$ cat src/rtl/dkc_pkg.sv
`timescale 1ns / 1ps
`default_nettype none

package dkc_pkg;

    localparam int N_DET   = 4;
    localparam int OFF_W   = 10;
    localparam int SLOPE_W = 24;
    localparam int RAD_W   = 34;
    localparam int CNT_W   = 18;

    localparam logic [OFF_W-1:0] SAT_LEVEL = 10'd1023;

    // Data that travels beside the dividers until the knee counts are summed.
    typedef struct packed {
        logic [N_DET-1:0][RAD_W-1:0] rad;
        logic [N_DET-1:0][OFF_W-1:0] sc;
        logic [2:0]                  zf;
    } t_side;

endpackage

`default_nettype wire

$ cat src/rtl/dkc_div.sv
`timescale 1ns / 1ps
`default_nettype none

// Restoring divider, one quotient bit per stage. The caller guarantees that
// the quotient fits in OFF_W + CFB bits, so the high part of the dividend
// starts out as the partial remainder.
module dkc_div import dkc_pkg::*; #(
    parameter int CFB = 8
) (
    input  wire                          i_clk,
    input  wire                          i_en,
    input  wire  [RAD_W-1:0]             i_dvd,
    input  wire  [SLOPE_W-1:0]           i_dsr,
    output logic [OFF_W+CFB-1:0]         o_quo
);

    localparam int QW = OFF_W + CFB;

    logic [SLOPE_W-1:0] r_rem [0:QW-1];
    logic [QW-1:0]      r_low [0:QW-1];
    logic [SLOPE_W-1:0] r_dsr [0:QW-1];
    logic [QW-1:0]      r_quo [0:QW];

    always_ff @(posedge i_clk) begin
        if (i_en) begin
            r_rem[0] <= i_dvd[RAD_W-1:OFF_W];
            r_low[0] <= QW'(i_dvd[OFF_W-1:0]) << CFB;
            r_dsr[0] <= i_dsr;
            r_quo[0] <= '0;
        end
    end

    for (genvar k = 0; k < QW; k++) begin : g_step
        logic [SLOPE_W:0]   n_trial;
        logic               n_ge;

        always_comb begin
            n_trial = {r_rem[k], r_low[k][QW-1]};
            n_ge    = (n_trial >= {1'b0, r_dsr[k]});
        end

        always_ff @(posedge i_clk) begin
            if (i_en) begin
                r_quo[k+1] <= {r_quo[k][QW-2:0], n_ge};
            end
        end

        // The last stage only decides its quotient bit; the remainder is dropped.
        if (k < QW - 1) begin : g_fwd
            logic [SLOPE_W-1:0] n_diff;
            logic [SLOPE_W-1:0] n_rem;

            always_comb begin
                n_diff = n_trial[SLOPE_W-1:0] - r_dsr[k];
                n_rem  = n_ge ? n_diff : n_trial[SLOPE_W-1:0];
            end

            always_ff @(posedge i_clk) begin
                if (i_en) begin
                    r_rem[k+1] <= n_rem;
                    r_low[k+1] <= r_low[k] << 1;
                    r_dsr[k+1] <= r_dsr[k];
                end
            end
        end
    end

    assign o_quo = r_quo[QW];

endmodule

`default_nettype wire

$ cat config.mk
export PLATFORM = sky130hd
export DESIGN_NAME = dkc_div
export DESIGN_NICKNAME = d
export VERILOG_FILES = /design/src/rtl/dkc_pkg.sv /design/src/rtl/dkc_div.sv
export SDC_FILE = /design/constraint.sdc
export NUM_CORES = 2
export LEC_CHECK = 0
export ABC_CLOCK_PERIOD_IN_PS = 3440
export BUFFER_PORTS_ARGS = -buffer_cell sky130_fd_sc_hd__buf_2
export CAP_MARGIN = 10
export CORE_MARGIN = 2
export CORE_UTILIZATION = 42
export CTS_CLUSTER_SIZE = 20
export DETAILED_ROUTE_END_ITERATION = 12
export GPL_ROUTABILITY_DRIVEN = 0
export PLACE_DENSITY_LB_ADDON = 0.05
export SLEW_MARGIN = 20
export SYNTH_ARGS = -nofsm -noshare
export SYNTH_HDL_FRONTEND = slang
export SYNTH_SLANG_ARGS = --single-unit
$ cat constraint.sdc
create_clock -name i_clk -period 3.44 [get_ports i_clk]
set_clock_uncertainty 0.05 [all_clocks]
set_input_delay 0.86 -clock i_clk [delete_from_list [all_inputs] [get_ports i_clk]]
set_output_delay 0.86 -clock i_clk [all_outputs]
set_load 0.005 [all_outputs]
# Yosys cells after proc, flatten, opt, wreduce, memory -nomap -nowiden
# Memory sizes are Yosys's and may differ from the RTL's.
# Index checks and enable logic that the tools add are counted.
[totals]
memories = 4
out_inout_bits = 18
mem_bits_rw = 1512
ff_bits = 0
input_bits = 60
[memory_table]
columns = ["memory", "words", "width", "rd", "rd_clocked_by_memory_dff", "wr", "line_no", "text"]
rows = [
  ["r_dsr", 18, 24, 18, 0, 18, "dkc_div.sv:21", "logic [SLOPE_W-1:0] r_dsr [0:QW-1];"],
  ["r_rem", 18, 24, 18, 0, 18, "dkc_div.sv:19", "logic [SLOPE_W-1:0] r_rem [0:QW-1];"],
  ["r_quo", 19, 18, 19, 0, 19, "dkc_div.sv:22", "logic [QW-1:0] r_quo [0:QW];"],
  ["r_low", 18, 17, 18, 0, 18, "dkc_div.sv:20", "logic [QW-1:0] r_low [0:QW-1];"],
]
[op_classes]
n_mux = 19
n_addsub = 17
magnitude_cmp = 18
[ops]
columns = ["operator", "n"]
rows = [
  [">= comparator 25 x 24 -> 1 bit", 18],
  ["2-to-1 mux 24 bit", 17],
  ["subtractor 24 bit", 17],
  ["2-to-1 mux 1 bit", 2],
]

# Longest topological paths before layout
# An unclocked memory read counts as a cell.
[depth]
ltp_word = 3
ltp_mapped = 15

# Worst setup path before layout
# OpenSTA, ideal clock, no wires.
[synth_timing]
path_kind = "flip-flop to flip-flop"
start = "memory r_dsr[8][1]"
end = "memory r_rem[9][14], data pin"
path_stages_with_launch = 13
arrival_time_ps = 2994
path_buffers = 1
setup_slack_ps = 136
t_required_ps = 3130
cell_sequence = "edfxtp_1 > inv_1 > ha_1 > nor2b_1 > o31a_1 > o41a_1 > a211oi_2 > o31ai_1 > a221oi_2 > o211ai_1 > a211o_1 > buf_6 > mux2_4"
[synth_lines]
columns = ["item", "line_no"]
rows = [
  ["start: declaration", "dkc_div.sv:21"],
  ["end: declaration", "dkc_div.sv:19"],
]

==> out/results.tsv <==
metric	value	unit
Tmin final	3500	ps
Required @ worst endpoint	3890	ps
Post-Route WL	136	mm
n_diodes	0	
worst setup margin	-56.7	ps
layout cells sized above 1	19.3	%
Worst Setup Start Kind	flip-flop	
TritonCTS Buffers	132	
Power Density	937	nW/um2
chip width	376	um
Power Total	0.0653	W
metal2 WL	58.4	mm
Avg Vias per Cell	5.23	
Met3 Wirelength	6.59	mm
Ys Warns	0	
fin cells	7290	
clock root cell	clkbuf_16	
Internal	0.0422	W
endpoints failing hold	0	
r2r startpoint	r_low[4][16]	
Met1 Routed Length	67.1	mm
violated checks	setup timing	
number of synthesized flops with an enable pin	1090	
DPL Wire Length	99.5	mm
DRC viols	0	
CP startpoint	r_low[4][16]	
R2R depth	13	
WL/cell	18.6	um
RSZ-0062 raised after global routing	yes	
Starting Density	42.3	%
CP arrival	3950	ps
# H-tree levels	4	
Setup TNS	-326	ps
Slew Limit Headroom	37.5	%
Nets	5906	
core area	137000	um2
maximum operating frequency	0.286	GHz
max-cap violation count	0	
Clock power frac	21.2	%
sequential area share after synthesis	56.3	%
remaining global-route overflow	0	
Overall Global Routing Usage	18.6	%
DRT iter0 DRCs	2613	
die footprint	141000	um2
critical path type	flip-flop to flip-flop	
Net Switching	0.0230	W
Synth Instances	4838	
IO Count	78	
Die Span Y	376	um
leakage power	28.6	nW
Hold-fix buffers, CTS	0	
mean area per synthesized cell	12.0	um2
Netlist cell types	84	
Reg power frac	33.1	%
CP max FO	2	
hold path depth	1	
Top Metal Used	met4	
WHS	228	ps
Syn Nets	5346	
CP endpoint kind	flip-flop	
mapped cell area	58100	um2
Detailed Routing Iterations Pass 1	5	
vias in the first global route	36579	
Main synth FF type	edfxtp_1	
Routed Antenna Nets	0	
Tcrit/Tclk final	102	%
final core utilization	50.7	%
# clock sinks	1090	
combinational power share	45.6	%
placed cell count	7003	
number of buffers added on ports	77	
ys async rst share	0	%
total number of vias	38159	
Worst Min Path Start	i_dvd[7]	
Worst-path clk slew	60	ps
first-pass GRT wire length	205	mm
CTS tree	yes	
# setup viols final	21	
Peak VDD IR	501	uV
initial antenna violation count	2	
Synth-to-Final Area Change	19.9	%
Max Root-Sink Buffers	3	
Worst-Margin Slew	913	ps
largest net degree at the start of global routing	84	
status	finished, violations left	
Min-Delay Path Class	primary input to flip-flop	
Max Slew Vio Count	0	
#FFs+latches synth	1090	
FP Rows	136	
switching part of the total	35.3	%
Clock Latency Late Sink	760	ps
==> critical path, cell delays in order (launching register included) <==
cell and delay (ps):
edfxtp_1 400, inv_2 90, ha_4 140, fa_2 210, nor2b_2 50, o31a_1 270
o31a_1 300, or4_4 510, a31o_1 230, a21o_1 240, a221oi_4 290, o21ai_2 80
xor2_1 140, mux2_4 260
==> per-stage QoR <==
step                      setup WS (ps)  area, um2
after global placement             -182      63700
final                             -56.7      69700
after CTS                         -61.3      68200
after global routing               -202      69700
after floorplan                     136      58100
after detailed placement           -185      63700
==> kinds of logic (layout without fill, tap and decap cells) <==
kind of cell | after synthesis | count (layout) | synth area share [%]
buffers and inverters | 601 | 1259 | 3.99
DFF | 1090 | 1090 | 56.3
xor gates and xnor gates | 327 | 327 | 4.93
AOI/OAI and AO/OA | 1173 | 1173 | 12.7
and+or+nand+nor | 987 | 987 | 8.14
muxes | 212 | 212 | 4.10
adders and majority gates | 448 | 448 | 9.86
==> cells in the mapped netlist, drive strengths merged (6+ instances only) <==
master / instances / area [um2]
a2111oi: 10 / 87.6
and3: 31 / 194
nand4b: 7 / 61.3
o211ai: 16 / 120
fa: 17 / 340
a21oi: 367 / 1840
a41oi: 8 / 70.1
nor3: 70 / 365
mux2: 190 / 2170
or2: 15 / 93.8
nor4: 10 / 62.6
nand2b: 50 / 313
mux2i: 22 / 220
and4: 11 / 96.3
nor2b: 69 / 432
nand3: 68 / 340
o21ai: 289 / 1450
a311oi: 8 / 70.1
a211oi: 33 / 253
o21bai: 31 / 233
or4: 6 / 48.8
o21a: 64 / 480
ha: 431 / 5390
nand2: 282 / 1060
clkbuf: 36 / 135
a21boi: 18 / 135
a221oi: 6 / 76.3
a31o: 17 / 149
nor2: 263 / 987
nand4: 55 / 344
a211o: 10 / 87.6
xor2: 123 / 1080
a31oi: 34 / 219
or3: 24 / 150
buf: 35 / 196
a21o: 168 / 1260
and2: 13 / 81.3
o31a: 20 / 175
xnor2: 204 / 1790
edfxtp: 1090 / 32700
o31ai: 22 / 165
inv: 530 / 1990
==> cells in the final DEF, fill, tap and decap left out, drive strengths merged, types with 11 or more instances in the layout <==
cell / n
edfxtp: 1090
inv: 536
buf: 486
ha: 431
a21oi: 367
o21ai: 289
nand2: 282
nor2: 263
xnor2: 204
mux2: 190
a21o: 168
clkbuf: 166
xor2: 123
nor3: 70
nor2b: 69
nand3: 68
o21a: 64
nand4: 55
clkinv: 54
nand2b: 50
a31oi: 34
a211oi: 33
and3: 31
o21bai: 31
or3: 24
mux2i: 22
o31ai: 22
o31a: 20
a21boi: 18
a31o: 17
fa: 17
o211ai: 16
or2: 15
bufinv: 13
and2: 13
and4: 11
==> timing repair <==
item	in CTS	in global routing
resized for setup	27	189
setup endpoints to repair	182	338
endpoints found under the hold margin	0	0
pin swaps	8	54
buffers inserted	6	34
gates cloned	1	15
==> layer usage <==
| metal | GRT usage (%) | up-vias |
|---|---|---|
| li1 | - | 18936 |
| met1 | 27.5 | 18228 |
| met2 | 27.5 | 774 |
| met3 | 3.20 | 221 |
| met4 | 6.11 | 0 |
| met5 | 0 | - |
==> area by class of cell <==
| cell class | instances | area (um2) |
|---|---|---|
| fill | 12158 | 67800 |
| sequential | 1090 | 32700 |
| multi-input combinational | 3147 | 24000 |
| timing repair buffer | 497 | 4330 |
| clock buffer | 155 | 3410 |
| tap | 1794 | 2240 |
| inverter | 530 | 1990 |
| clock inverter | 77 | 966 |
==> power by group through the flow <==
stage	registers [W]	clock network, W	logic [W]
finish	0.0216	0.0139	0.0298
global route	0.0219	0.0148	0.0329
CTS	0.0216	0.0143	0.0278
detailed placement	0.0218	0	0.0273
global placement	0.0219	0	0.0271
floorplan	0.0206	0	0.0196
==> flip-flops by register name (all words and copies together) (netlist names) <==
name	flops
r_quo	171
r_low	55
r_rem	432
r_dsr	432
==> path summary, 6_finish.rpt <==
| path | endpoint | slack (ps) |
|---|---|---|
| hold reg to reg | r_low[2][9] | 350 |
| setup reg to reg | r_rem[5][22] | -60 |
| hold / removal | r_low[0][14] | 230 |
| setup / recovery | r_rem[5][22] | -60 |
Note: power is estimated with default switching activity, not from simulation.
